## src/sv/iira_pkg.sv

```systemverilog
// Package for the indexed insert/remove array: sizes, field types, codes
// and the control structs passed between the controller and the cell row.
// No dependencies.
package iira_pkg;

	// Storage sizing.
	localparam int CAPACITY    = 64;
	localparam int ENTRY_WIDTH = 32;

	// Fixed widths of the transaction fields.
	localparam int TYPE_FW   = 3;
	localparam int IDX_FW    = 7;
	localparam int WORD_FW   = 32;
	localparam int LEN_FW    = 7;
	localparam int CAP_FW    = 7;

	// Derived internal widths.
	localparam int POS_W = $clog2(CAPACITY);
	localparam int CNT_W = $clog2(CAPACITY + 1);
	localparam int CMP_W = (CNT_W > IDX_FW) ? CNT_W : IDX_FW;

	// Read-out tree: cells are ORed in groups, one register per group.
	localparam int RD_GROUP  = 8;
	localparam int RD_GROUPS = (CAPACITY + RD_GROUP - 1) / RD_GROUP;

	typedef logic [TYPE_FW-1:0] rtype_t;
	typedef logic [IDX_FW-1:0]  fidx_t;
	typedef logic [WORD_FW-1:0] word_t;
	typedef logic [LEN_FW-1:0]  len_t;
	typedef logic [CAP_FW-1:0]  cap_t;
	typedef logic [ENTRY_WIDTH-1:0] entry_t;
	typedef logic [POS_W-1:0]   pos_t;
	typedef logic [CNT_W-1:0]   cnt_t;
	typedef logic [CMP_W-1:0]   cmp_t;
	typedef logic [CMP_W:0]     cmp1_t;

	localparam cap_t CAP_RESET = cap_t'(64);

	// Request codes.
	typedef enum logic [TYPE_FW-1:0] {
		REQ_APPEND = 3'd0,
		REQ_INSERT = 3'd1,
		REQ_REMOVE = 3'd2,
		REQ_SLICE  = 3'd3,
		REQ_READ   = 3'd4,
		REQ_WRITE  = 3'd5
	} req_t;

	// Response status codes.
	typedef enum logic [1:0] {
		ST_OK    = 2'd0,
		ST_RANGE = 2'd1,
		ST_FULL  = 2'd2
	} status_t;

	// Commands broadcast to the cell row.
	typedef enum logic [1:0] {
		CMD_NONE,
		CMD_INSERT,
		CMD_REMOVE,
		CMD_WRITE
	} cell_cmd_t;

	// Controller states.
	typedef enum logic [2:0] {
		S_IDLE,
		S_EXEC,
		S_SLICE,
		S_READ,
		S_FIN
	} state_t;

	typedef struct packed {
		cell_cmd_t cmd;
		pos_t      pos;
		entry_t    word;
	} cell_ctl_t;

	typedef struct packed {
		state_t state;
		cnt_t   count;
	} iira_stat_t;

endpackage

```

## src/sv/iira_cell.sv

```systemverilog
// One storage cell of the array row. It holds one entry and, on a broadcast
// command, loads from its left or right neighbor or from the command word.
// Depends on iira_pkg.
module iira_cell import iira_pkg::*; (
	input  logic      clk,
	input  cell_ctl_t ctl,
	input  pos_t      my_pos,
	input  entry_t    left_word,
	input  entry_t    right_word,
	output entry_t    word,
	output entry_t    hit_word
);

	entry_t word_q;

	// Shift up on insert, shift down on remove, load on a positional match.
	always_ff @(posedge clk) begin
		case (ctl.cmd)
			CMD_INSERT: begin
				if (my_pos > ctl.pos) begin
					word_q <= left_word;
				end else if (my_pos == ctl.pos) begin
					word_q <= ctl.word;
				end
			end
			CMD_REMOVE: begin
				if (my_pos >= ctl.pos) begin
					word_q <= right_word;
				end
			end
			CMD_WRITE: begin
				if (my_pos == ctl.pos) begin
					word_q <= ctl.word;
				end
			end
			default: begin
			end
		endcase
	end

	assign word = word_q;

	// Only the addressed cell contributes to the read-out tree.
	assign hit_word = (my_pos == ctl.pos) ? word_q : '0;

endmodule

```

## config.mk

```make
export PLATFORM = sky130hd
export DESIGN_NAME = iira_cell
export DESIGN_NICKNAME = d
export VERILOG_FILES = /design/src/sv/iira_pkg.sv /design/src/sv/iira_cell.sv
export SDC_FILE = /design/constraint.sdc
export NUM_CORES = 1
export LEC_CHECK = 0
export ABC_AREA = 1
export BUFFER_PORTS_ARGS = -buffer_cell sky130_fd_sc_hd__buf_2
export CAP_MARGIN = 20
export CORE_MARGIN = 5
export CORE_UTILIZATION = 35
export DETAILED_ROUTE_END_ITERATION = 16
export PLACE_DENSITY = 0.67
export REMOVE_ABC_BUFFERS = 1
export SLEW_MARGIN = 20
export SYNTH_ARGS = -nofsm -noshare
export SYNTH_HDL_FRONTEND = slang
export SYNTH_SLANG_ARGS = --single-unit
```

## constraint.sdc

```tcl
create_clock -name clk -period 6.74 [get_ports clk]
set_input_delay 0.337 -clock clk [delete_from_list [all_inputs] [get_ports clk]]
set_output_delay 0.337 -clock clk [all_outputs]
set_load 0.05 [all_outputs]
```

# == After elaboration in Yosys (flattened, before gate mapping) ==
# Cells that the tools add are included.
# word_totals
wordCells,15
regBits,32
input_bits,111
output_inout_bits,64
# op_classes
n_eq_ne,5
n_mux,5
n_reduce_logical,2
n_lt_le_gt_ge,2
# ops
operator,n
$mux 32,4
$pmux 32 s3,1
$eq 6x6->1,1
$ge 6x6->1,1
$gt 6x6->1,1
$eq 2x2->1 const B,2
$reduce_bool 3->1,1
$eq 2x1->1 const B,1
$ne 2x2->1 const B,1
$reduce_and 2->1,1

# == Depth between registers and ports, before layout ==
# Gate-level depths: netlist (run 1).
# logic_depth
depth_word,4
mapped_depth,12
depth_no_buf,11

# == Worst setup path before layout (run 1) ==
# No wires, ideal clock.
# synth_timing
kind,input to register
from,input ctl[37] in the netlist's numbering
to,"register word_q[0] (netlist: word[0]), enable pin"
path_slack_ns,3.529
path_stages,9
setup_time_ns,0.428
path_buffers,1
arrival_ns,2.783
t_required_ns,6.312
path_cell_list,inv_1 > ha_1 > nand2_2 > nor2_4 > nand2_1 > nand3_2 > buf_4 > nor2_1 > o21bai_1
# synth_between
elab_chain_cells,3
# synth_rtl
item,line,text
start: declaration,iira_cell.sv:6,"input cell_ctl_t ctl,"
$ge 6x6->1,iira_cell.sv:27,if (my_pos >= ctl.pos) begin
$ne 2x2->1 (no source line),-,
$reduce_and 2->1 (no source line),-,
end signal: assignment,iira_cell.sv:23,word_q <= ctl.word;
end signal: assignment,iira_cell.sv:28,word_q <= right_word;
end signal: assignment,iira_cell.sv:33,word_q <= ctl.word;
end: declaration,iira_cell.sv:14,entry_t word_q;
# No other way between the ends.
# A chain may end at the register's enable or synchronous reset.

# == Final worst setup path (run 1) ==
# layout_timing
from,input ctl[37] in the netlist's numbering
to,"register word_q[22] (netlist: word[22]), enable pin"
# Same word-level chain as after synthesis.

==> impl_metrics.env, run 1 <==
export IMPL_status="completed"
export IMPL_max_stage_delay_ns=0.78
export IMPL_wl_per_cell_um=11.71
export IMPL_yosysTopAreaCell="edfxtp_1"
export IMPL_reg2reg_slack_ns=5.76
export IMPL_hp_class="input pin to flop"
export IMPL_p_per_area_nw_per_um2=194.8
export IMPL_period_minus_slack_ns=3.147
export IMPL_nets=723
export IMPL_cts_setup_buffers=0
export IMPL_cp_start_kind="input pin"
export IMPL_first_pass_iters=4
export IMPL_synth_area_um2=2980
export IMPL_crit_arrival_ns=3.04
export IMPL_track_usage_pct=15.49
export IMPL_die_h_um=102.3
export IMPL_cts_root_buf="clkbuf_8"
export IMPL_grt_start_max_net_pins=66
export IMPL_ys_top_cells_by_area="edfxtp_1 (32%), nand2_1 (25%), nand3_1 (11%), inv_1 (9.7%), nor2_4 (7.9%)"
export IMPL_cp_max_fo=65
export IMPL_routabilityCongestion=0.7504
export IMPL_cts_resized=0
export IMPL_r2r_end="word[20]"
export IMPL_worstMarginPinSlew_ns=1.099
export IMPL_fin_skew_ns=0
export IMPL_layoutNonFillerInstCount=712
export IMPL_io_pins=175
export IMPL_drive_gt1_share_pct=36.74
export IMPL_numCtsBuffers=5
export IMPL_via_per_inst=4.400
export IMPL_crit_slowest_cell="o21bai_4"
export IMPL_synth_distinct_cells=20
export IMPL_grt_setup_unrepaired="no"
export IMPL_clock_path_buffers=2
export IMPL_reg2regPathDepth=4
export IMPL_critPathKind="input pin to flop"
export IMPL_clkSinkCount=32
export IMPL_die_area_um2=10460
export IMPL_core_area_um2=8258
export IMPL_rows=33
export IMPL_cts_hold_buf=0
export IMPL_leakage_nw=2.350
export IMPL_hpwl_mm=6.036
export IMPL_drt_iter0_drc=153
export IMPL_relSlewSlack_pct=26.74
export IMPL_tns_ns=0
export IMPL_min_from="right_word[13]"
export IMPL_largest_register_ffs=32
export IMPL_p_comb_share_pct=43.7
export IMPL_cts_tree="done"
export IMPL_fmax_ghz=0.3177
export IMPL_clock_power_share_pct=18.5
export IMPL_hold_path_depth=5
export IMPL_clk_pin_slew_ns=0.07
export IMPL_required_ns=6.64
export IMPL_n_fill_cell=880
export IMPL_area_growth_pct=30.77
export IMPL_clk_insertion_delay_late_ns=0.27
export IMPL_die_w_um=102.3
export IMPL_num_antenna_cells=0
export IMPL_first_global_vias=3014
export IMPL_switchingPower_mw=0.3318
export IMPL_synthCells=447
export IMPL_finalCritPeriodShare_pct=46.70
export IMPL_final_common_cell="nand2_1"
export IMPL_vias=3133
export IMPL_drc=0
export IMPL_ys_seq_area_share_pct=32.24
export IMPL_end_kind="flop"
export IMPL_drt_total_wl_mm=8.341
export IMPL_syn_area_per_cell_um2=6.667
export IMPL_min_to="word[13]"
export IMPL_grt_first_pass_wirelength_mm=13.37
export IMPL_pwr_share_seq_pct=37.7
export IMPL_maxCapViolations=0
export IMPL_placed_cells=704
export IMPL_layout_common_cells="nand2_1 (200), buf_2 (174), inv_1 (77), nand3_1 (64), edfxtp_1 (32)"
export IMPL_antenna_found_initial=0
export IMPL_fin_util_pct=47.20
export IMPL_synth_top_area_share_pct=32.24
export IMPL_ir_drop_mv=0.08447
export IMPL_synth_warnings=0
export IMPL_total_power_mw=0.7592
export IMPL_internal_power_mw=0.4273
export IMPL_drv_slew=0
export IMPL_switching_share_pct=43.71
export IMPL_port_buffers=174
export IMPL_start_util_pct=36.09
export IMPL_reg2reg_from="word[20]"
export IMPL_path_cells="buf_2 -> inv_1 -> ha_1 -> nand2_2 -> nor2_4 -> nand2_4 -> buf_4 -> inv_2 -> nor2_1 -> o21bai_4"
export IMPL_setup_viol=0
export IMPL_finalHoldViolCount=0
export IMPL_cts_htree_levels=2
export IMPL_grt_overflow=0
export IMPL_yosys_register_bits=32
export IMPL_drtAntennaViolNets=0
worst max-delay path: cells and delay by family:
kind	cells	cell delay, ns
buf+inv	4	1.13
compound gates	1	0.78
fa+ha+maj	1	0.29
simple gates	4	0.46
synthesized netlist by cell type, drive strengths merged:
cell type    n
inv         78
a21oi        2
buf         23
nor2        35
o21bai       1
ha           6
nand2      203
clkbuf       2
nand3       65
edfxtp      32
worst max-delay path by stage:
stage / from / end / slack (ns) / cells after the start
after CTS: ctl[37] / word[9] / 3.53 / 10
after floorplan: ctl[37] / word[0] / 2.26 / 8
after global placement: ctl[37] / word[22] / 3.34 / 10
after global routing: ctl[37] / word[2] / 3.32 / 10
after detailed placement: ctl[36] / word[9] / 3.24 / 10
final: ctl[37] / word[22] / 3.59 / 10
power groups by stage:
stage               Combinational, mW  Clock, mW  Sequential [mW]
floorplan                       0.134          0            0.395
global placement                0.329          0            0.290
detailed placement              0.334          0            0.290
CTS                             0.335      0.147            0.287
global route                    0.367      0.156            0.292
finish                          0.332      0.141            0.287
routing by layer:
| layer | up-vias | global-route usage, % | part of all wire [%] |
|---|---|---|---|
| met5 | - | 0 | 0 |
| met4 | 0 | 3.633 | 0.58 |
| met3 | 2 | 2.730 | 8.5 |
| met2 | 120 | 27.84 | 49 |
| met1 | 1348 | 19.25 | 42 |
| li1 | 1663 | - | - |
layout make-up:
| cell class | instances | area [um^2] | area share, % |
|---|---|---|---|
| Clock inverter | 3 | 13.76 | 0.3531 |
| Multi-Input combinational cell | 312 | 1536 | 39.42 |
| Sequential cell | 32 | 960.9 | 24.65 |
| Inverter | 78 | 292.8 | 7.512 |
| Tap cell | 105 | 131.4 | 3.371 |
| Clock buffer | 5 | 68.82 | 1.766 |
| Timing Repair Buffer | 177 | 893.4 | 22.92 |
through the flow:
stage,hold slack (ns),area [um^2],setup slack (ns)
2_1_floorplan,0.5915,2774,2.264
3_3_place_gp,0.6844,3815,3.338
3_5_place_dp,0.6866,3815,3.244
4_1_cts,0.3899,3897,3.534
5_1_grt,0.4109,3897,3.320
6_report,0.4013,3897,3.593
cells by family (layout without fill, tap and decap cells):
family                   after synthesis  count (layout)  synth area share (%)
AND/OR/NAND/NOR                      303             303                 47.52
buffers and inverters                103             263                 16.75
adder cells (fa/ha/maj)                6               6                 2.519
flip-flops                            32              32                 32.24
AO/OA/AOI/OAI                          3               3                0.9657
Power figures use the tool's default switching activity.
==> inputs of run 2 (changes only) <==
==> constraint.sdc (replaced) <==
create_clock -name clk -period 3.24 [get_ports clk]
set_input_delay 0.162 -clock clk [delete_from_list [all_inputs] [get_ports clk]]
set_output_delay 0.162 -clock clk [all_outputs]
set_load 0.05 [all_outputs]
==> impl_metrics.env, run 2 (synthesized netlist as in run 1, its figures left out) <==
export IMPL_finalHoldViolCount=0
export IMPL_cts_resized=0
export IMPL_clk_pin_slew_ns=0.07
export IMPL_start_util_pct=36.09
export IMPL_rows=33
export IMPL_cts_root_buf="clkbuf_8"
export IMPL_worst_slack_ns=1.191
export IMPL_reg2regPathDepth=4
export IMPL_required_ns=3.27
export IMPL_port_buffers=174
export IMPL_clk_insertion_delay_late_ns=0.28
export IMPL_worstMarginPinSlew_ns=0.6137
export IMPL_maxCapViolations=0
export IMPL_crit_arrival_ns=2.07
export IMPL_largest_register_ffs=32
export IMPL_placed_cells=708
export IMPL_antenna_found_initial=0
export IMPL_grt_start_max_net_pins=34
export IMPL_die_area_um2=10460
export IMPL_status="completed"
export IMPL_fin_util_pct=47.89
export IMPL_hpwl_mm=6.574
export IMPL_whs_ns=0.2280
export IMPL_nets=728
export IMPL_n_fill_cell=902
export IMPL_critPathKind="input pin to flop"
export IMPL_period_minus_slack_ns=2.049
export IMPL_cp_max_fo=33
export IMPL_cp_start_kind="input pin"
export IMPL_io_pins=175
export IMPL_register_area_um2=960.9
export IMPL_first_global_vias=3167
export IMPL_min_from="right_word[26]"
export IMPL_setup_viol=0
export IMPL_numCtsBuffers=5
export IMPL_drt_total_wl_mm=8.539
export IMPL_multiInputGateArea_um2=1536
export IMPL_cts_hold_buf=0
export IMPL_relSlewSlack_pct=58.94
export IMPL_end_kind="flop"
export IMPL_min_to="word[26]"
export IMPL_clkSinkCount=32
export IMPL_die_h_um=102.3
export IMPL_fmax_ghz=0.4880
export IMPL_area_growth_pct=32.70
export IMPL_routabilityCongestion=0.7428
export IMPL_vias=3200
export IMPL_final_common_cell="nand2_1"
export IMPL_drtAntennaViolNets=0
export IMPL_fin_skew_ns=0
export IMPL_core_area_um2=8258
export IMPL_via_per_inst=4.463
export IMPL_grt_overflow=0
export IMPL_hold_path_depth=5
export IMPL_finalCritPeriodShare_pct=63.25
export IMPL_total_power_mw=1.591
export IMPL_place_area_um2=3857
export IMPL_grt_first_pass_wirelength_mm=14.06
export IMPL_reg2reg_from="word[20]"
export IMPL_hp_class="input pin to flop"
export IMPL_num_antenna_cells=0
export IMPL_pre_cts_slack_ns=0.8926
export IMPL_grt_setup_unrepaired="no"
export IMPL_drt_iter0_drc=132
export IMPL_cts_setup_buffers=0
export IMPL_drv_slew=0
export IMPL_clock_path_buffers=2
export IMPL_leakage_nw=2.382
export IMPL_p_per_area_nw_per_um2=402.2
export IMPL_track_usage_pct=16.40
export IMPL_drive_gt1_share_pct=37.25
export IMPL_design_area_um2=3955
export IMPL_cts_htree_levels=2
export IMPL_die_w_um=102.3
export IMPL_drc=0
export IMPL_r2r_end="word[20]"
export IMPL_layout_common_cells="nand2_1 (200), buf_2 (174), inv_1 (77), nand3_1 (64), edfxtp_1 (32)"
export IMPL_ir_drop_mv=0.1608
export IMPL_layoutNonFillerInstCount=717
export IMPL_tns_ns=0
export IMPL_reg2reg_slack_ns=2.24
export IMPL_wl_per_cell_um=11.91
export IMPL_cts_tree="done"
export IMPL_first_pass_iters=4
-- run 2: cell count changes in the layout (fill, tap and decap cells not counted) --
cell    previous run  this run
buf_4              3         6
buf_12             0         1
buf_8              0         1
-- run 2: report_power, final --
group          total, mW  leakage (nW)  switching (mW)  internal (mW)
Sequential         0.596         0.324          0.0494          0.547
Combinational      0.701          2.01           0.498          0.204
Clock              0.293        0.0453           0.147          0.146
-- run 2: critical path, cell delays in order --
cell	delay [ns]
buf_2	0.08
inv_1	0.03
ha_1	0.29
nand2_2	0.07
nor2_4	0.17
nand2_1	0.09
nand3_2	0.06
buf_4	0.34
nand2_2	0.46
nand3_1	0.22
nand2_1	0.08
-- run 2: layout make-up --
type	count	area share (%)
inverter	78	7.403
clock inverter	3	0.3480
clock buffer	5	1.740
multi-input combinational	312	38.85
tap	105	3.322
timing repair buffer	182	24.04
sequential	32	24.30
-- run 2: metal layers --
| layer | up-vias | global-route usage [%] | share of wire (%) |
|---|---|---|---|
| li1 | 1676 | - | - |
| met1 | 1413 | 19.58 | 41 |
| met2 | 109 | 30.23 | 50 |
| met3 | 2 | 3.345 | 8.1 |
| met4 | 0 | 3.532 | 0.56 |
| met5 | - | 0 | 0 |
-- run 2: worst max path at each step --
| stage | start | to | slack [ns] | depth (start not counted) |
|---|---|---|---|---|
| 2_1_floorplan | ctl[37] | word[0] | -1.06 | 8 |
| 3_3_place_gp | ctl[33] | word[14] | 0.97 | 9 |
| 3_5_place_dp | ctl[37] | word[20] | 0.89 | 11 |
| 4_1_cts | ctl[37] | word[20] | 1.20 | 11 |
| 5_1_grt | ctl[35] | word[13] | 0.97 | 11 |
| 6_report | ctl[37] | word[20] | 1.19 | 11 |
==> inputs of run 3 (changes only) <==
--- a/config.mk
+++ b/config.mk
@@ -11,7 +11,7 @@
 export CORE_MARGIN = 5
 export CORE_UTILIZATION = 35
 export DETAILED_ROUTE_END_ITERATION = 16
-export PLACE_DENSITY = 0.67
+export PLACE_DENSITY = 0.69
 export REMOVE_ABC_BUFFERS = 1
 export SLEW_MARGIN = 20
 export SYNTH_ARGS = -nofsm -noshare
==> constraint.sdc (replaced) <==
create_clock -name clk -period 1.8 [get_ports clk]
set_input_delay 0.09 -clock clk [delete_from_list [all_inputs] [get_ports clk]]
set_output_delay 0.09 -clock clk [all_outputs]
set_load 0.05 [all_outputs]
==> impl_metrics.env, run 3 (synthesized netlist as in run 1, its figures left out) <==
export IMPL_first_global_vias=3026
export IMPL_cts_setup_buffers=0
export IMPL_period_minus_slack_ns=1.551
export IMPL_cts_root_buf="clkbuf_8"
export IMPL_die_area_um2=10460
export IMPL_fmax_ghz=0.6449
export IMPL_leakage_nw=2.415
export IMPL_grt_start_max_net_pins=38
export IMPL_fin_skew_ns=0
export IMPL_required_ns=1.71
export IMPL_cts_tree="done"
export IMPL_die_w_um=102.3
export IMPL_path_cells="buf_2 -> inv_1 -> ha_1 -> nand2_2 -> nor2_4 -> nand2_4 -> buf_12 -> nor2_4 -> buf_2"
export IMPL_relSlewSlack_pct=33.01
export IMPL_crit_arrival_ns=1.46
export IMPL_fin_util_pct=48.68
export IMPL_grt_overflow=0
export IMPL_ir_drop_mv=0.2727
export IMPL_cts_htree_levels=2
export IMPL_num_antenna_cells=0
export IMPL_vias=3185
export IMPL_layoutNonFillerInstCount=722
export IMPL_clock_path_buffers=2
export IMPL_tns_ns=0
export IMPL_clkSinkCount=32
export IMPL_status="completed"
export IMPL_reg2reg_from="word[8]"
export IMPL_io_pins=175
export IMPL_hp_class="input pin to flop"
export IMPL_routabilityCongestion=0.7870
export IMPL_max_stage_delay_ns=0.29
export IMPL_cts_hold_buf=0
export IMPL_place_area_um2=3940
export IMPL_area_growth_pct=34.89
export IMPL_finalHoldViolCount=0
export IMPL_clk_pin_slew_ns=0.06
export IMPL_reg2regPathDepth=4
export IMPL_first_pass_iters=4
export IMPL_final_common_cell="nand2_1"
export IMPL_critPathKind="input pin to output port"
export IMPL_drv_slew=0
export IMPL_wl_per_cell_um=12.01
export IMPL_die_h_um=102.3
export IMPL_drt_iter0_drc=110
export IMPL_track_usage_pct=15.96
export IMPL_finalCritPeriodShare_pct=86.14
export IMPL_worstMarginPinSlew_ns=1.004
export IMPL_largest_register_ffs=32
export IMPL_start_util_pct=36.09
export IMPL_whs_ns=0.1600
export IMPL_design_area_um2=4020
export IMPL_min_to="word[27]"
export IMPL_hpwl_mm=6.823
export IMPL_via_per_inst=4.411
export IMPL_port_buffers=174
export IMPL_grt_setup_unrepaired="no"
export IMPL_cts_resized=0
export IMPL_antenna_found_initial=0
export IMPL_core_area_um2=8258
export IMPL_drc=0
export IMPL_r2r_end="word[8]"
export IMPL_worst_slack_ns=0.2495
export IMPL_cp_max_fo=37
export IMPL_clk_insertion_delay_late_ns=0.27
export IMPL_placed_cells=714
export IMPL_grt_first_pass_wirelength_mm=13.56
export IMPL_p_per_area_nw_per_um2=714.7
export IMPL_crit_slowest_cell="ha_1"
export IMPL_nets=733
export IMPL_drtAntennaViolNets=0
export IMPL_end_kind="output port"
export IMPL_hold_path_depth=5
export IMPL_min_from="right_word[27]"
export IMPL_layout_common_cells="nand2_1 (200), buf_2 (174), inv_1 (77), nand3_1 (64), edfxtp_1 (32)"
export IMPL_total_power_mw=2.873
export IMPL_pre_cts_slack_ns=0.09150
export IMPL_drt_total_wl_mm=8.672
export IMPL_reg2reg_slack_ns=0.83
export IMPL_maxCapViolations=0
export IMPL_drive_gt1_share_pct=37.44
export IMPL_numCtsBuffers=5
export IMPL_cp_start_kind="input pin"
export IMPL_setup_viol=0
export IMPL_rows=33
## run 3: worst max path at each step
| stage | startpoint | endpoint | slack, ns | cells after the start |
|---|---|---|---|---|
| 2_1_floorplan | ctl[37] | word[0] | -2.43 | 8 |
| 3_3_place_gp | ctl[37] | word[26] | 0.15 | 10 |
| 3_5_place_dp | ctl[37] | word[6] | 0.09 | 10 |
| 4_1_cts | ctl[37] | hit_word[0] | 0.25 | 9 |
| 5_1_grt | ctl[37] | hit_word[0] | 0.19 | 9 |
| 6_report | ctl[37] | hit_word[6] | 0.25 | 9 |
## run 3: area by class of cell
class | count | area, um^2
Inverter | 78 | 292.8
Multi-Input combinational cell | 312 | 1536
Clock inverter | 1 | 3.754
Clock buffer | 7 | 76.32
Timing Repair Buffer | 187 | 1018
Sequential cell | 32 | 960.9
Tap cell | 105 | 131.4
Fill cell | 866 | 4238
## run 3: report_power, final
group / leakage (nW) / switching, mW / internal, mW
clock: 0.0399 / 0.244 / 0.269
combinational: 2.05 / 0.901 / 0.384
sequential: 0.324 / 0.0909 / 0.985
total: 2.42 / 1.24 / 1.64
## run 3: metal layers
layer | wire [um] | GRT usage (%) | part of all wire (%)
met3 | 760 | 2.730 | 8.8
met4 | 116 | 4.541 | 1.3
met2 | 4218 | 29.89 | 49
met5 | 0 | 0 | 0
met1 | 3575 | 18.52 | 41
## run 3: critical path, delay by kind of cell
kind,cells,cell delay (ns)
buffers and inverters,4,0.57
adders and majority gates,1,0.29
and+or+nand+nor,4,0.46
