<file path="src/sv/iira_pkg.sv">
// Package for the indexed insert/remove array: sizes, field types, codes
// and the control structs passed between the controller and the cell row.
// No dependencies.
package iira_pkg;

	// Storage sizing.
	localparam int CAPACITY    = 64;
	localparam int ENTRY_WIDTH = 32;

	// Fixed widths of the transaction fields.
	localparam int TYPE_FW   = 3;
	localparam int IDX_FW    = 7;
	localparam int WORD_FW   = 32;
	localparam int LEN_FW    = 7;
	localparam int CAP_FW    = 7;

	// Derived internal widths.
	localparam int POS_W = $clog2(CAPACITY);
	localparam int CNT_W = $clog2(CAPACITY + 1);
	localparam int CMP_W = (CNT_W > IDX_FW) ? CNT_W : IDX_FW;

	// Read-out tree: cells are ORed in groups, one register per group.
	localparam int RD_GROUP  = 8;
	localparam int RD_GROUPS = (CAPACITY + RD_GROUP - 1) / RD_GROUP;

	typedef logic [TYPE_FW-1:0] rtype_t;
	typedef logic [IDX_FW-1:0]  fidx_t;
	typedef logic [WORD_FW-1:0] word_t;
	typedef logic [LEN_FW-1:0]  len_t;
	typedef logic [CAP_FW-1:0]  cap_t;
	typedef logic [ENTRY_WIDTH-1:0] entry_t;
	typedef logic [POS_W-1:0]   pos_t;
	typedef logic [CNT_W-1:0]   cnt_t;
	typedef logic [CMP_W-1:0]   cmp_t;
	typedef logic [CMP_W:0]     cmp1_t;

	localparam cap_t CAP_RESET = cap_t'(64);

	// Request codes.
	typedef enum logic [TYPE_FW-1:0] {
		REQ_APPEND = 3'd0,
		REQ_INSERT = 3'd1,
		REQ_REMOVE = 3'd2,
		REQ_SLICE  = 3'd3,
		REQ_READ   = 3'd4,
		REQ_WRITE  = 3'd5
	} req_t;

	// Response status codes.
	typedef enum logic [1:0] {
		ST_OK    = 2'd0,
		ST_RANGE = 2'd1,
		ST_FULL  = 2'd2
	} status_t;

	// Commands broadcast to the cell row.
	typedef enum logic [1:0] {
		CMD_NONE,
		CMD_INSERT,
		CMD_REMOVE,
		CMD_WRITE
	} cell_cmd_t;

	// Controller states.
	typedef enum logic [2:0] {
		S_IDLE,
		S_EXEC,
		S_SLICE,
		S_READ,
		S_FIN
	} state_t;

	typedef struct packed {
		cell_cmd_t cmd;
		pos_t      pos;
		entry_t    word;
	} cell_ctl_t;

	typedef struct packed {
		state_t state;
		cnt_t   count;
	} iira_stat_t;

endpackage

</file>
<file path="src/sv/iira_req_if.sv">
// Request channel: valid/ready handshake with the request fields.
// Depends on iira_pkg.
interface iira_req_if import iira_pkg::*; ();
	logic   valid;
	logic   ready;
	rtype_t req_type;
	fidx_t  index;
	fidx_t  slice_end;
	word_t  value;

	modport source (output valid, req_type, index, slice_end, value, input ready);
	modport sink (input valid, req_type, index, slice_end, value, output ready);
endinterface

</file>
<file path="src/sv/iira_rsp_if.sv">
// Response channel: valid/ready handshake with status, read word and length.
// Depends on iira_pkg.
interface iira_rsp_if import iira_pkg::*; ();
	logic    valid;
	logic    ready;
	status_t status;
	word_t   read_value;
	len_t    length;

	modport source (output valid, status, read_value, length, input ready);
	modport sink (input valid, status, read_value, length, output ready);
endinterface

</file>
<file path="src/sv/iira_cfg_if.sv">
// Configuration write channel carrying the capacity limit register.
// Depends on iira_pkg.
interface iira_cfg_if import iira_pkg::*; ();
	logic valid;
	logic ready;
	cap_t capacity_limit;

	modport source (output valid, capacity_limit, input ready);
	modport sink (input valid, capacity_limit, output ready);
endinterface

</file>
<file path="src/sv/iira_ctrl.sv">
// Controller: request capture, range and fullness checks, cell commands,
// slice sequencing, length and limit registers and the response register.
// Depends on iira_pkg and the three channel interfaces.
module iira_ctrl import iira_pkg::*; (
	input  logic        clk,
	input  logic        arst_n,
	iira_req_if.sink    req,
	iira_rsp_if.source  rsp,
	iira_cfg_if.sink    cfg,
	input  entry_t      rd_word,
	output cell_ctl_t   ctl,
	output iira_stat_t  stat
);

	state_t  state_q, state_d;
	rtype_t  type_q;
	fidx_t   index_q;
	fidx_t   send_q;
	word_t   value_q;
	cnt_t    count_q, count_d;
	cnt_t    left_q, left_d;
	cap_t    cap_q;
	status_t res_status_q;
	word_t   res_rd_q;
	logic    out_valid_q;
	status_t out_status_q;
	word_t   out_rd_q;
	len_t    out_len_q;

	logic      slot_free;
	logic      fin;
	status_t   fin_status;
	word_t     fin_rd;
	cell_cmd_t cmd;
	cmp_t      idx, cnt, lim;
	cmp1_t     end_v, span;
	logic      rem_ok, in_range;

	// Operand views widened to a common compare width.
	assign idx      = cmp_t'(index_q);
	assign cnt      = cmp_t'(count_q);
	assign lim      = (cmp_t'(cap_q) < cmp_t'(CAPACITY)) ? cmp_t'(cap_q) : cmp_t'(CAPACITY);
	assign end_v    = (type_q == REQ_REMOVE) ? (cmp1_t'(idx) + cmp1_t'(1)) : cmp1_t'(send_q);
	assign span     = end_v - cmp1_t'(idx);
	assign rem_ok   = (cmp1_t'(idx) < end_v) && (end_v <= cmp1_t'(cnt));
	assign in_range = idx < cnt;

	assign slot_free = !out_valid_q || rsp.ready;

	// Next state, cell command and result of the current transaction.
	always_comb begin
		state_d    = state_q;
		cmd        = CMD_NONE;
		count_d    = count_q;
		left_d     = left_q;
		fin        = 1'b0;
		fin_status = ST_OK;
		fin_rd     = '0;
		case (state_q)
			S_IDLE: begin
				if (req.valid) begin
					state_d = S_EXEC;
				end
			end
			S_EXEC: begin
				case (type_q)
					REQ_APPEND, REQ_INSERT: begin
						fin = 1'b1;
						if (type_q == REQ_INSERT && idx > cnt) begin
							fin_status = ST_RANGE;
						end else if (cnt >= lim) begin
							fin_status = ST_FULL;
						end else begin
							cmd     = CMD_INSERT;
							count_d = count_q + cnt_t'(1);
						end
					end
					REQ_REMOVE, REQ_SLICE: begin
						if (!rem_ok) begin
							fin        = 1'b1;
							fin_status = ST_RANGE;
						end else begin
							cmd     = CMD_REMOVE;
							count_d = count_q - cnt_t'(span);
							if (span == cmp1_t'(1)) begin
								fin = 1'b1;
							end else begin
								left_d  = cnt_t'(span - cmp1_t'(1));
								state_d = S_SLICE;
							end
						end
					end
					REQ_READ: begin
						if (in_range) begin
							state_d = S_READ;
						end else begin
							fin        = 1'b1;
							fin_status = ST_RANGE;
						end
					end
					REQ_WRITE: begin
						fin = 1'b1;
						if (in_range) begin
							cmd = CMD_WRITE;
						end else begin
							fin_status = ST_RANGE;
						end
					end
					default: begin
						fin        = 1'b1;
						fin_status = ST_RANGE;
					end
				endcase
			end
			S_SLICE: begin
				cmd    = CMD_REMOVE;
				left_d = left_q - cnt_t'(1);
				if (left_q == cnt_t'(1)) begin
					fin = 1'b1;
				end
			end
			S_READ: begin
				fin    = 1'b1;
				fin_rd = word_t'(rd_word);
			end
			S_FIN: begin
				if (slot_free) begin
					state_d = S_IDLE;
				end
			end
			default: begin
				state_d = S_IDLE;
			end
		endcase
		if (fin) begin
			state_d = slot_free ? S_IDLE : S_FIN;
		end
	end

	// Control registers.
	always_ff @(posedge clk or negedge arst_n) begin
		if (!arst_n) begin
			state_q     <= S_IDLE;
			count_q     <= '0;
			left_q      <= '0;
			cap_q       <= CAP_RESET;
			out_valid_q <= 1'b0;
		end else begin
			state_q <= state_d;
			count_q <= count_d;
			left_q  <= left_d;
			if (cfg.valid) begin
				cap_q <= cfg.capacity_limit;
			end
			if ((fin || state_q == S_FIN) && slot_free) begin
				out_valid_q <= 1'b1;
			end else if (rsp.ready) begin
				out_valid_q <= 1'b0;
			end
		end
	end

	// Request capture, parked result and response payload.
	always_ff @(posedge clk) begin
		if (state_q == S_IDLE && req.valid) begin
			type_q  <= req.req_type;
			index_q <= req.index;
			send_q  <= req.slice_end;
			value_q <= req.value;
		end
		if (fin && !slot_free) begin
			res_status_q <= fin_status;
			res_rd_q     <= fin_rd;
		end
		if (fin && slot_free) begin
			out_status_q <= fin_status;
			out_rd_q     <= fin_rd;
			out_len_q    <= len_t'(count_d);
		end else if (state_q == S_FIN && slot_free) begin
			out_status_q <= res_status_q;
			out_rd_q     <= res_rd_q;
			out_len_q    <= len_t'(count_q);
		end
	end

	assign req.ready      = (state_q == S_IDLE);
	assign cfg.ready      = 1'b1;
	assign rsp.valid      = out_valid_q;
	assign rsp.status     = out_status_q;
	assign rsp.read_value = out_rd_q;
	assign rsp.length     = out_len_q;

	assign ctl.cmd  = cmd;
	assign ctl.pos  = (type_q == REQ_APPEND) ? pos_t'(count_q) : pos_t'(index_q);
	assign ctl.word = entry_t'(value_q);

	assign stat.state = state_q;
	assign stat.count = count_q;

endmodule

</file>
<file path="src/flat_wrapper.sv">
// flat-port wrapper written by rule: the top's interface ports become plain ports
module iira_ctrl_flat import iira_pkg::*;
  (clk, arst_n, rd_word, ctl, stat, req_valid, req_req_type, req_index, req_slice_end, req_value, req_ready, rsp_valid, rsp_status, rsp_read_value, rsp_length, rsp_ready, cfg_valid, cfg_capacity_limit, cfg_ready);
  iira_req_if req_i ();
  iira_rsp_if rsp_i ();
  iira_cfg_if cfg_i ();
  input  logic clk;
  input  logic arst_n;
  input  entry_t rd_word;
  output cell_ctl_t ctl;
  output iira_stat_t stat;
  input wire logic [$bits(req_i.valid)-1:0] req_valid;
  input wire logic [$bits(req_i.req_type)-1:0] req_req_type;
  input wire logic [$bits(req_i.index)-1:0] req_index;
  input wire logic [$bits(req_i.slice_end)-1:0] req_slice_end;
  input wire logic [$bits(req_i.value)-1:0] req_value;
  output wire logic [$bits(req_i.ready)-1:0] req_ready;
  output wire logic [$bits(rsp_i.valid)-1:0] rsp_valid;
  output wire logic [$bits(rsp_i.status)-1:0] rsp_status;
  output wire logic [$bits(rsp_i.read_value)-1:0] rsp_read_value;
  output wire logic [$bits(rsp_i.length)-1:0] rsp_length;
  input wire logic [$bits(rsp_i.ready)-1:0] rsp_ready;
  input wire logic [$bits(cfg_i.valid)-1:0] cfg_valid;
  input wire logic [$bits(cfg_i.capacity_limit)-1:0] cfg_capacity_limit;
  output wire logic [$bits(cfg_i.ready)-1:0] cfg_ready;
  assign req_i.valid = req_valid;
  assign req_i.req_type = req_req_type;
  assign req_i.index = req_index;
  assign req_i.slice_end = req_slice_end;
  assign req_i.value = req_value;
  assign req_ready = req_i.ready;
  assign rsp_valid = rsp_i.valid;
  assign rsp_status = rsp_i.status;
  assign rsp_read_value = rsp_i.read_value;
  assign rsp_length = rsp_i.length;
  assign rsp_i.ready = rsp_ready;
  assign cfg_i.valid = cfg_valid;
  assign cfg_i.capacity_limit = cfg_capacity_limit;
  assign cfg_ready = cfg_i.ready;
  iira_ctrl u_core (.clk(clk), .arst_n(arst_n), .req(req_i), .rsp(rsp_i), .cfg(cfg_i), .rd_word(rd_word), .ctl(ctl), .stat(stat));
endmodule
</file>
<file path="config.mk">
export PLATFORM = sky130hd
export DESIGN_NAME = iira_ctrl_flat
export DESIGN_NICKNAME = d
export VERILOG_FILES = /design/src/sv/iira_pkg.sv /design/src/sv/iira_req_if.sv /design/src/sv/iira_rsp_if.sv /design/src/sv/iira_cfg_if.sv /design/src/sv/iira_ctrl.sv /design/src/flat_wrapper.sv
export SDC_FILE = /design/constraint.sdc
export NUM_CORES = 1
export LEC_CHECK = 0
export ABC_AREA = 1
export BUFFER_PORTS_ARGS = -buffer_cell sky130_fd_sc_hd__buf_4
export CAP_MARGIN = 25
export CORE_MARGIN = 10
export CORE_UTILIZATION = 35
export CTS_BUF_LIST = sky130_fd_sc_hd__clkbuf_8 sky130_fd_sc_hd__clkbuf_16
export CTS_CLUSTER_SIZE = 24
export DETAILED_ROUTE_END_ITERATION = 8
export PLACE_DENSITY = 0.6
export SYNTH_ARGS = -nofsm -noshare
export SYNTH_HDL_FRONTEND = slang
export SYNTH_SLANG_ARGS = --single-unit
</file>
<file path="constraint.sdc">
create_clock -name clk -period 9.25 [get_ports clk]
set_input_delay 0.4625 -clock clk [delete_from_list [all_inputs] [get_ports clk]]
set_output_delay 0.4625 -clock clk [all_outputs]
set_load 0.05 [all_outputs]
</file>
Word-level counts from Yosys, hierarchy flattened

Index checks and enable logic that the tools add are counted.

Bits in registers: 149
Bits of input ports: 93
Output and inout bits: 94

Add/sub/neg operators: 6
Order comparisons: 6
Equal/unequal tests: 21
Mux-type cells: 48
Reduce and logical (&&, ||, !) cells: 22

Operators by type and width:

| kind                                                | number |
|---|---|
| two-way mux 32 bit                                  | 3 |
| two-way mux 7 bit                                   | 10 |
| case mux 7 bit (2 select lines)                     | 2 |
| two-way mux 3 bit                                   | 7 |
| two-way mux 2 bit                                   | 8 |
| subtractor 7 x 1 -> 7 bit, second input constant    | 2 |
| equality test 3 x 2 -> 1 bit, second input constant | 4 |
| case mux 2 bit (3 select lines)                     | 2 |
| case mux 3 bit (4 select lines)                     | 1 |
| equality test 3 bit, second input constant          | 3 |
| two-way mux 1 bit                                   | 9 |
| adder 7 x 1 -> 8 bit, second input constant         | 1 |
| equality test 8 x 1 -> 1 bit, second input constant | 1 |
| <= comparator 8 x 7 -> 1 bit                        | 1 |
| < comparator 7 x 8 -> 1 bit                         | 1 |
| two-way mux 8 bit                                   | 1 |
| != test 4 x 2 -> 1 bit, second input constant       | 2 |
| != test 4 x 3 -> 1 bit, second input constant       | 2 |
| OR reduction 2 bit                                  | 4 |
| subtractor 8 x 7 -> 8 bit                           | 1 |
| adder 7 x 1 -> 7 bit, second input constant         | 1 |
| equality test 7 x 1 -> 1 bit, second input constant | 1 |
| >= comparator 7 bit                                 | 1 |
| greater-than comparator 7 bit                       | 1 |
| other kinds (20)                                    | 34 |

Longest topological paths before layout

Gate-level depths: netlist of the first run.

Depth in word-level cells: 11
Mapped depth: 27

Least setup slack after synthesis of the first run

OpenSTA, ideal clock, no wires.

Path type: register to register
Start: register u_core.state_q[1]
End: register u_core.index_q[0] (netlist: u_core.idx[0]), enable pin
Arrival time: 4191 ps
Required time: 8734 ps
Setup slack: 4543 ps
Stages on the path, launching flop included: 4
Path buffers: 0
Path through: dfrtp_1 -> nor2_1 -> inv_1 -> nor3_1

Cells in the longest elaborated chain, start to end: 2

Ends and longest elaborated chain:

| element                | line             | source |
|---|---|---|
| start, declared        | iira_ctrl.sv:15  | `state_t state_q, state_d;` |
| start signal, assigned | iira_ctrl.sv:149 | `state_q <= state_d;` |
| logical NOT 3 bit      | iira_ctrl.sv:165 | `if (state_q == S_IDLE && req.valid) begin` |
| logical AND 1 bit      | iira_ctrl.sv:165 |  |
| end signal, assigned   | iira_ctrl.sv:167 | `index_q <= req.index;` |
| end, declared          | iira_ctrl.sv:17  | `fidx_t index_q;` |

Every way passes these cells.
A chain may end at the register's enable or synchronous reset.

Final worst setup path of the first run

Start: register u_core.index_q[1] (netlist: u_core.idx[1])
End: register u_core.out_rd_q[2] (netlist: u_core.rsp.read_value[2]), enable pin

Cells in the longest elaborated chain, start to end: 10
Elaborated cells between the ends (all ways): 15
Classes of those cells: add/sub: 2; order compare: 3; eq/ne: 1; mux: 6; reduce/logical: 3

Ends and longest elaborated chain:

| element                             | line             | source |
|---|---|---|
| adder 7 x 1 -> 8 bit                | iira_ctrl.sv:43  | `assign end_v = (type_q == REQ_REMOVE) ? (cmp1_t'(idx) + cmp1_t'(1)) : cmp1_t'(send_q);` |
| two-way mux 8 bit                   | iira_ctrl.sv:43  |  |
| subtractor 8 x 7 -> 8 bit           | iira_ctrl.sv:44  | `assign span = end_v - cmp1_t'(idx);` |
| equality test 8 x 1 -> 1 bit        | iira_ctrl.sv:85  | `if (span == cmp1_t'(1)) begin` |
| two-way mux 1 bit                   | iira_ctrl.sv:85  |  |
| two-way mux 1 bit                   | iira_ctrl.sv:79  | `if (!rem_ok) begin` |
| case mux 1 bit (2 select lines) (*) | iira_ctrl.sv:66  | `case (type_q)` |
| case mux 1 bit (3 select lines) (*) | iira_ctrl.sv:59  | `case (state_q)` |
| logical AND 1 bit (*)               | iira_ctrl.sv:175 | `if (fin && slot_free) begin` |
| nonzero test 2 bit (no line) (*)    | n/a              |  |
| end signal, assigned                | iira_ctrl.sv:177 | `out_rd_q <= fin_rd;` |
| end signal, assigned                | iira_ctrl.sv:181 | `out_rd_q <= res_rd_q;` |
| end, declared                       | iira_ctrl.sv:27  | `word_t out_rd_q;` |

Every way passes the cells marked *; elsewhere a longest branch is shown, timed or not.

==> results of run 1 <==
[cells in the final DEF, fill, tap and decap left out, types with 4 or more instances in the layout]
cell type | synthesis | layout
sky130_fd_sc_hd__a21oi_1 | 18 | 18
sky130_fd_sc_hd__a31oi_1 | 4 | 4
sky130_fd_sc_hd__buf_4 | 1 | 189
sky130_fd_sc_hd__clkbuf_16 | 0 | 17
sky130_fd_sc_hd__dfrtp_1 | 24 | 24
sky130_fd_sc_hd__edfxtp_1 | 124 | 124
sky130_fd_sc_hd__ha_1 | 40 | 40
sky130_fd_sc_hd__inv_1 | 104 | 104
sky130_fd_sc_hd__inv_2 | 5 | 5
sky130_fd_sc_hd__inv_6 | 0 | 4
sky130_fd_sc_hd__inv_8 | 0 | 5
sky130_fd_sc_hd__mux2_2 | 5 | 5
sky130_fd_sc_hd__nand2_1 | 260 | 260
sky130_fd_sc_hd__nand2_2 | 5 | 5
sky130_fd_sc_hd__nand3_1 | 50 | 50
sky130_fd_sc_hd__nand4_1 | 8 | 8
sky130_fd_sc_hd__nor2_1 | 37 | 36
sky130_fd_sc_hd__nor2_2 | 3 | 4
sky130_fd_sc_hd__nor3_1 | 6 | 5
sky130_fd_sc_hd__o21ai_0 | 28 | 27
sky130_fd_sc_hd__o21ai_1 | 5 | 5
sky130_fd_sc_hd__o21ai_2 | 36 | 36
sky130_fd_sc_hd__xnor2_1 | 6 | 6
sky130_fd_sc_hd__xor2_1 | 9 | 9
[power by group]
group	internal [mW]	total, mW	switching [mW]
clock	0.362	0.678	0.316
sequential	1.02	1.15	0.130
combinational	0.659	2.20	1.54
total	2.04	4.02	1.98
[flip-flops by register name (all words and copies together) (netlist names)]
signal / cells
u_core.res_rd_q: 32
u_core.rsp.status: 2
u_core.type_q: 3
u_core.left_q: 7
u_core.res_status_q: 2
u_core.idx: 7
u_core.cnt: 7
u_core.rsp.length: 7
u_core.send_q: 7
u_core.value_q: 32
u_core.rsp.read_value: 32
u_core.cap_q: 7
u_core.state_q: 3
u_core.rsp.valid: 1
[through the flow]
| stage | util, % | cells |
|---|---|---|
| after floorplan | - | 829 |
| after global placement | 42.8 | 1285 |
| after detailed placement | 42.8 | 1285 |
| after CTS | 45.4 | 1318 |
| after global routing | 45.4 | 1318 |
| final | 45.4 | 1318 |
[cells by family after synthesis]
logic type | share of synthesized area [%]
xor+xnor | 1.64
fa+ha+maj | 6.76
flops | 54.4
buf+inv | 6.94
simple gates | 21.0
mux | 0.830
compound gates | 8.33
other cells | 0.0469
[worst max-delay path: stages (launching register included)]
cell	delay [ns]
sky130_fd_sc_hd__edfxtp_1	0.51
sky130_fd_sc_hd__ha_1	0.33
sky130_fd_sc_hd__inv_1	0.04
sky130_fd_sc_hd__o21ai_0	0.28
sky130_fd_sc_hd__inv_1	0.10
sky130_fd_sc_hd__fa_1	0.42
sky130_fd_sc_hd__inv_1	0.12
sky130_fd_sc_hd__nand2_1	0.09
sky130_fd_sc_hd__nand2_1	0.09
sky130_fd_sc_hd__nand3_1	0.08
sky130_fd_sc_hd__nand2_2	0.13
sky130_fd_sc_hd__nand3_2	0.11
sky130_fd_sc_hd__nor2_4	0.12
sky130_fd_sc_hd__nand3_2	0.08
sky130_fd_sc_hd__nand2_2	0.10
sky130_fd_sc_hd__nand2_4	0.07
sky130_fd_sc_hd__nand2_4	0.11
sky130_fd_sc_hd__nand2_8	0.30
sky130_fd_sc_hd__o21ai_4	0.15
sky130_fd_sc_hd__buf_4	0.45
[cell type report]
type,count,area (um^2),area share [%]
Clock inverter,15,160,1.56
Timing Repair Buffer,190,1430,13.9
Clock buffer,17,425,4.15
Multi-Input combinational cell,551,3110,30.3
Tap cell,285,357,3.48
Inverter,111,420,4.10
Sequential cell,149,4350,42.5
[per-layer routing]
layer	GRT usage (%)	routed length (um)	up-vias
met5	0	0	-
met4	4.01	222	0
met3	5.90	2010	12
met2	22.5	9480	194
met1	18.2	9320	2770
li1	-	-	3144
[worst max path at each step]
stage,start,endpoint,slack [ns],depth (start not counted)
global placement,u_core.idx[1],u_core.rsp.read_value[2],5.19,19
floorplan,u_core.state_q[1],u_core.idx[0],4.54,3
global route,u_core.type_q[2],u_core.rsp.read_value[6],4.64,18
detailed placement,u_core.type_q[2],u_core.rsp.read_value[1],5.10,18
CTS,u_core.type_q[2],u_core.rsp.read_value[1],5.09,18
finish,u_core.idx[1],u_core.rsp.read_value[2],5.15,19
[timing repair]
action,4_1_cts,5_1_grt
hold buffers,1,0
resized for setup,0,0
endpoints found under the setup margin,0,0
endpoints found under the hold margin,24,0
==> run summary, run 1 <==
### Outcome
- complete, no violations — status

### Pwr
- 392 nW/um^2 — Power per Cell Area
- 4.02 mW — Total Power Consumption
- 4.83 nW — leak pwr
- 0.156 mV — maximum VDD drop

### CTS
- yes — CTS tree
- 2 — Max Buffers Root-to-Sink
- 4 — H-tree lvl count
- 17 — number of buffers added by the clock tree synthesis step
- 0.42 ns — clock latency on the worst-skew pair
- 149 — Clock Sinks
- sky130_fd_sc_hd__clkbuf_16 — CTS root buffer
- 0.07 ns — CTS clk-pin slew, worst paths
- 0 — Setup Fix Bufs, Post-CTS

### Floorplanning
- 171 um — Die Ht
- 171 um — x dimension of the die
- 35.4% — starting utilization of the core area
- 22600 um^2 — core box area
- 187 — top-level port count
- 55 — number of rows created at floorplan
- 29300 um^2 — floorplan die area

### STA
- false — RSZ-0062 raised after global routing
- 0.0139 ns — final worst clock skew
- 56.6% — relative slew slack
- 44.4% — Final Cycle Share
- 244 MHz — highest achievable clock rate
- 0 — number of pins with negative max-slew slack in the final report
- 0.218 ns — final worst hold slack
- 0 — final number of setup-violating endpoints
- 5.15 ns — Worst Slack Setup Final
- 0.651 ns — worst-margin pin slew
- 0 — count of final hold-check violations
- 0 ns — accumulated negative setup slack
- 4.10 ns — minimum clock period

### Hold path
- 1 — number of instances on the worst hold path
- u_core.value_q[18] — Min-Delay Endpoint
- req_value[18] — Worst Min Path Start
- in2reg — class of the most critical hold timing path

### Placed design
- 9650 um^2 — Cell Area, Placed
- 185 — number of I/O port buffers
- 16200 um — half-perimeter wire length of the detailed placement result
- 5.10 ns — DP Worst Slack
- 0.846 — global placement routability congestion

### Synthesis
- 50 — library cells used by synthesis
- 46.6% — proportion of netlist area held by the largest area contributor
- 829 — number of cells produced by synthesis
- sky130_fd_sc_hd__edfxtp_1, sky130_fd_sc_hd__nand2_1, sky130_fd_sc_hd__dfrtp_1 — top area cells in the synthesized netlist
- 9.64 um^2 — post-synthesis area per instance
- 7990 um^2 — Cell Area, Synth
- sky130_fd_sc_hd__nand2_1, sky130_fd_sc_hd__edfxtp_1, sky130_fd_sc_hd__inv_1 — commonest cells in the netlist
- 54.4% — share of synthesized area occupied by flip-flops and latches
- 0 — total number of yosys warnings
- 16.8% — Synth async-reset ratio
- 124 — number of enable flip-flop cells after synthesis
- sky130_fd_sc_hd__edfxtp_1 — most frequently used flop master after synthesis
- 964 — number of nets in the synthesized netlist
- 149 — count of state elements after synthesis
- sky130_fd_sc_hd__edfxtp_1 — cell taking the most area after synthesis
- sky130_fd_sc_hd__nand2_1 — leading cell type by number of instances after synthesis

### Setup path
- 19 — number of cells traversed by the worst register-to-register path
- 5.15 ns — worst reg2reg setup slack
- flop — startpoint class of the critical path
- u_core.rsp.read_value[2] — capture instance of the worst register-to-register path
- flop — kind of capture point of the worst setup path
- 80 — CP Max Fanout
- reg2reg — path type of the worst setup path
- u_core.idx[1] — startpoint of the lowest-slack register-to-register path
- 4.15 ns — Arrival @ worst endpoint
- 9.30 ns — required time of the critical path

### Global route
- 33500 um — wire length of the first global-routing pass
- 0 — number of antenna violations at the first check in global routing
- 6166 — via count of the first global-routing pass
- 81 — pin count of the biggest net entering global routing
- 0 — final global-route overflow total
- 14.5% — total routing usage reported by global routing

### Route
- 16.0 um — DR WL/cell
- 5 — 1st-pass router iterations
- 6120 — Via Count
- 4.64 — average via count per standard cell
- 392 — First DRT Iteration DRCs
- 0 — number of remaining DRC errors
- 21000 um — total routed wirelength
- 0 — Final ANT Viol Nets

### Cells and area
- 28.2% — post-synthesis to final-layout area growth
- 1155 — Net count, final
- 0 — diode count
- 10200 um^2 — fin area
- 2188 — number of filler cells placed in the layout
- 28.5% — fraction of layout instances using a drive strength above 1

### Run
- 0 — Max Cap Violations

Power figures use the tool's default switching activity.
==> inputs of run 2 (changes only) <==
--- a/config.mk
+++ b/config.mk
@@ -5,7 +5,7 @@
 export SDC_FILE = /design/constraint.sdc
 export NUM_CORES = 1
 export LEC_CHECK = 0
-export ABC_AREA = 1
+export ABC_AREA = 0
 export BUFFER_PORTS_ARGS = -buffer_cell sky130_fd_sc_hd__buf_4
 export CAP_MARGIN = 25
 export CORE_MARGIN = 10
==> constraint.sdc (replaced) <==
create_clock -name clk -period 4.1 [get_ports clk]
set_input_delay 0.205 -clock clk [delete_from_list [all_inputs] [get_ports clk]]
set_output_delay 0.205 -clock clk [all_outputs]
set_load 0.05 [all_outputs]
==> run 2 against run 1 <==
First-iteration DRC count is 1.5% higher; global-route usage is 0.11 points higher; critical endpoint is now u_core.rsp.length[0]; area after synthesis decreased by 5.3%; highest routed layer unchanged; synthesized cell count decreased by 27%; largest power group unchanged; flip-flop and latch count unchanged; maximum frequency increased by 4.9%; combinational power increased by 110%; clock-buffer cell count unchanged; setup slack got worse by 5.0 ns; clock power up 120%.
==> run summary, run 2 <==
### Global route
- 0 — final global-route overflow total, unchanged
- 0 — number of antenna violations at the first check in global routing, unchanged
- 19.0% — met1 routing resource usage after global routing, was 18.2%
- met2 — Top Usage Layer GRT, unchanged
- 35 — pin count of the biggest net entering global routing, was 81
- 14.6% — total routing usage reported by global routing, was 14.5%
- 4.07% — met3 usage, was 5.90%
- 23.5% — met2 Use GR, was 22.5%
- 33000 um — wire length of the first global-routing pass, was 33500 um
- 5986 — via count of the first global-routing pass, was 6166

### Setup path
- 15 — Crit. path cell count, was 19
- 4.02 ns — Arrival @ worst endpoint, was 4.15 ns
- u_core.type_q[2] — startpoint of the lowest-slack register-to-register path, was u_core.idx[1]
- u_core.rsp.length[0] — capture instance of the worst register-to-register path, was u_core.rsp.read_value[2]
- 0.52 ns — peak per-stage delay on the critical path, was 0.51 ns
- 4.21 ns — required time of the critical path, was 9.30 ns
- 3 — CP bufs+invs, was 4
- sky130_fd_sc_hd__or4b_4 — cell at the slowest stage of the critical path, was sky130_fd_sc_hd__edfxtp_1
- u_core.rsp.length[0] — critical path capture point, was u_core.rsp.read_value[2]
- flop — startpoint class of the critical path, unchanged
- 0.19 ns — worst reg2reg setup slack, was 5.15 ns
- 15 — number of cells traversed by the worst register-to-register path, was 19
- nor3b_2 -> buf_4 -> buf_4 -> nor2_1 -> a21oi_2 -> ha_2 -> nor3b_1 -> a311o_1 -> a211oi_4 -> or4b_4 -> o211ai_1 -> a21o_1 -> a21o_1 -> and2_4 -> buf_12 — cells along the critical path, was ha_1 -> inv_1 -> o21ai_0 -> inv_1 -> fa_1 -> inv_1 -> nand2_1 -> nand2_1 -> nand3_1 -> nand2_2 -> nand3_2 -> nor2_4 -> nand3_2 -> nand2_2 -> nand2_4 -> nand2_4 -> nand2_8 -> o21ai_4 -> buf_4
- 21 — CP Max Fanout, was 80
- flop — kind of capture point of the worst setup path, unchanged
- u_core.type_q[2] — first element of the critical path, was u_core.idx[1]
- compound AO/OA/AOI/OAI gates — Top delay family on crit path, was simple AND/OR/NAND/NOR gates
- reg2reg — path type of the worst setup path, unchanged

### Run
- 0 — Max Cap Violations, unchanged

### STA
- 0 — number of pins with negative max-slew slack in the final report, unchanged
- 0.0115 ns — final worst clock skew, was 0.0139 ns
- 0.189 ns — Worst Slack Setup Final, was 5.15 ns
- 52.1% — relative slew slack, was 56.6%
- 0.0180 ns — final worst hold slack, was 0.218 ns
- 0 ns — accumulated negative setup slack, unchanged
- 0 — final number of setup-violating endpoints, unchanged
- 0 — count of final hold-check violations, unchanged
- true — RSZ-0062 raised after global routing, was false
- 0.719 ns — worst-margin pin slew, was 0.651 ns
- 3.91 ns — minimum clock period, was 4.10 ns
- 256 MHz — highest achievable clock rate, was 244 MHz
- 95.4% — Final Cycle Share, was 44.4%

### CTS
- 0.06 ns — CTS clk-pin slew, worst paths, was 0.07 ns
- 149 — Clock Sinks, unchanged
- 4 — H-tree lvl count, unchanged
- 0.42 ns — clock latency on the worst-skew pair, about the same
- yes — CTS tree, unchanged
- sky130_fd_sc_hd__clkbuf_16 — CTS root buffer, unchanged
- 17 — number of buffers added by the clock tree synthesis step, unchanged
- 2 — Max Buffers Root-to-Sink, unchanged

### Floorplanning
- 27900 um^2 — floorplan die area, was 29300 um^2
- 53 — number of rows created at floorplan, was 55
- 35.8% — starting utilization of the core area, was 35.4%
- 187 — top-level port count, unchanged
- 167 um — Die Ht, was 171 um
- 21200 um^2 — core box area, was 22600 um^2
- 167 um — x dimension of the die, was 171 um

### Synthesis
- 7570 um^2 — Cell Area, Synth, was 7990 um^2
- 16.8% — Synth async-reset ratio, unchanged
- sky130_fd_sc_hd__edfxtp_1, sky130_fd_sc_hd__ha_1, sky130_fd_sc_hd__mux2_2, sky130_fd_sc_hd__nor2_1, sky130_fd_sc_hd__and2_1 — commonest cells in the netlist, was sky130_fd_sc_hd__nand2_1, sky130_fd_sc_hd__edfxtp_1, sky130_fd_sc_hd__inv_1
- 72 — library cells used by synthesis, was 50
- 49.2% — proportion of netlist area held by the largest area contributor, was 46.6%
- 124 — number of enable flip-flop cells after synthesis, unchanged
- 12.5 um^2 — post-synthesis area per instance, was 9.64 um^2
- sky130_fd_sc_hd__edfxtp_1, sky130_fd_sc_hd__dfrtp_1, sky130_fd_sc_hd__ha_1 — top area cells in the synthesized netlist, was sky130_fd_sc_hd__edfxtp_1, sky130_fd_sc_hd__nand2_1, sky130_fd_sc_hd__dfrtp_1
- 603 — number of cells produced by synthesis, was 829
- sky130_fd_sc_hd__edfxtp_1 — most frequently used flop master after synthesis, unchanged
- 57.5% — share of synthesized area occupied by flip-flops and latches, was 54.4%
- sky130_fd_sc_hd__edfxtp_1 — cell taking the most area after synthesis, unchanged
- 0 — total number of yosys warnings, unchanged
- sky130_fd_sc_hd__edfxtp_1 — leading cell type by number of instances after synthesis, was sky130_fd_sc_hd__nand2_1
- 738 — number of nets in the synthesized netlist, was 964
- 149 — count of state elements after synthesis, unchanged

### Pwr
- 4.37 nW — leak pwr, was 4.83 nW
- 0.369 mV — maximum VDD drop, was 0.156 mV
- 792 nW/um^2 — Power per Cell Area, was 392 nW/um^2
- 8.45 mW — Total Power Consumption, was 4.02 mW

### Route
- 5 — 1st-pass router iterations, unchanged
- 4.97 — average via count per standard cell, was 4.64
- 21100 um — total routed wirelength, was 21000 um
- 0 — number of remaining DRC errors, unchanged
- 0 — Final ANT Viol Nets, unchanged
- 5768 — Via Count, was 6120
- 398 — First DRT Iteration DRCs, was 392
- 18.2 um — DR WL/cell, was 16.0 um

### Cells and area
- 36.0% — fraction of layout instances using a drive strength above 1, was 28.5%
- 1009 — Net count, final, was 1155
- 50.5% — final core occ, was 45.4%
- 0 — diode count, unchanged
- 1161 — count of non-filler cells in the finished layout, was 1318
- 10700 um^2 — fin area, was 10200 um^2
- sky130_fd_sc_hd__buf_4 — most frequent standard cell in the layout excluding fill and tap cells, was sky130_fd_sc_hd__nand2_1
- sky130_fd_sc_hd__buf_4, sky130_fd_sc_hd__edfxtp_1, sky130_fd_sc_hd__dlygate4sd3_1 — leading cell types in the layout, fill and taps excluded, was sky130_fd_sc_hd__nand2_1, sky130_fd_sc_hd__buf_4, sky130_fd_sc_hd__edfxtp_1
- 41.0% — post-synthesis to final-layout area growth, was 28.2%

### Outcome
- complete, no violations — status, unchanged

### Placed design
- 1076 — Post-Place Cells, was 1285
- 15400 um — half-perimeter wire length of the detailed placement result, was 16200 um
- 0.856 — global placement routability congestion, was 0.846
- 9500 um^2 — Cell Area, Placed, was 9650 um^2
- 185 — number of I/O port buffers, unchanged
- 0.122 ns — DP Worst Slack, was 5.10 ns

### Hold path
- in2reg — class of the most critical hold timing path, unchanged

-- run 2: cell types whose count changed in the layout (fill, tap and decap cells not counted), sizes merged, moves of 6 or more --
cell,change
nor2b,+8
dlygate4sd3,+50
nand3,-37
nand2,-240
mux2,+40
buf,+32
and2,+35
nor3,+9
inv,-82
nand2b,+10
a211o,+6
o21ai,-43
a21oi,+10
-- run 2: worst min path at each step --
| stage | slack [ns] | from | end | depth (start not counted) |
|---|---|---|---|---|
| after detailed placement | 0.14 | arst_n | u_core.left_q[3] | 1 |
| after global routing | 0.002 | cfg_capacity_limit[4] | u_core.cap_q[4] | 2 |
| after global placement | 0.15 | arst_n | u_core.left_q[3] | 1 |
| after CTS | 0.003 | cfg_capacity_limit[2] | u_core.cap_q[2] | 2 |
| after floorplan | -0.09 | arst_n | u_core.cap_q[0] | 0 |
| final | 0.02 | cfg_capacity_limit[0] | u_core.cap_q[0] | 2 |
-- run 2: cell type report --
| cell class | instances | area (um^2) |
|---|---|---|
| clock inverters | 14 | 139 |
| inverters | 30 | 113 |
| multi-input cells | 404 | 3070 |
| repair buffers | 272 | 2230 |
| well taps | 275 | 344 |
| clock buffers | 17 | 425 |
| fillers | 1862 | 10500 |
| flip-flops and latches | 149 | 4350 |
-- run 2: per-layer routing --
metal	wire length (um)	up-vias
met4	193	0
li1	-	2790
met2	10100	201
met1	9580	2753
met3	1290	24
met5	0	-
-- run 2: report_power, final --
group / leakage [nW] / switching (mW) / internal [mW]
sequential: 1.44 / 0.173 / 2.17
clock: 0.285 / 0.619 / 0.890
combinational: 2.64 / 2.86 / 1.73
-- run 2: cell families after synthesis --
| kind of cell | synth area share [%] |
|---|---|
| flip-flops | 57.5 |
| buffers and inverters | 3.08 |
| AND/OR/NAND/NOR | 13.1 |
| adder cells (fa/ha/maj) | 7.14 |
| XOR/XNOR | 1.97 |
| multiplexers | 7.23 |
| AO/OA/AOI/OAI | 9.97 |
| other | 0.0496 |
-- run 2: what timing repair did --
item / in CTS / in global routing
resized for setup: 0 / 18
hold buffers: 51 / 0
hold endpoints to repair: 75 / 0
setup buffers: 0 / 3
setup endpoints to repair: 0 / 102
-- run 2: worst register-to-register path: cells and delay by family (launching register included) --
family / cells / cell delay (ns)
AOI/OAI and AO/OA: 6 / 1.26
and+or+nand+nor: 5 / 1.12
buffers and inverters: 3 / 0.49
DFF: 1 / 0.40
adders and majority gates: 1 / 0.35
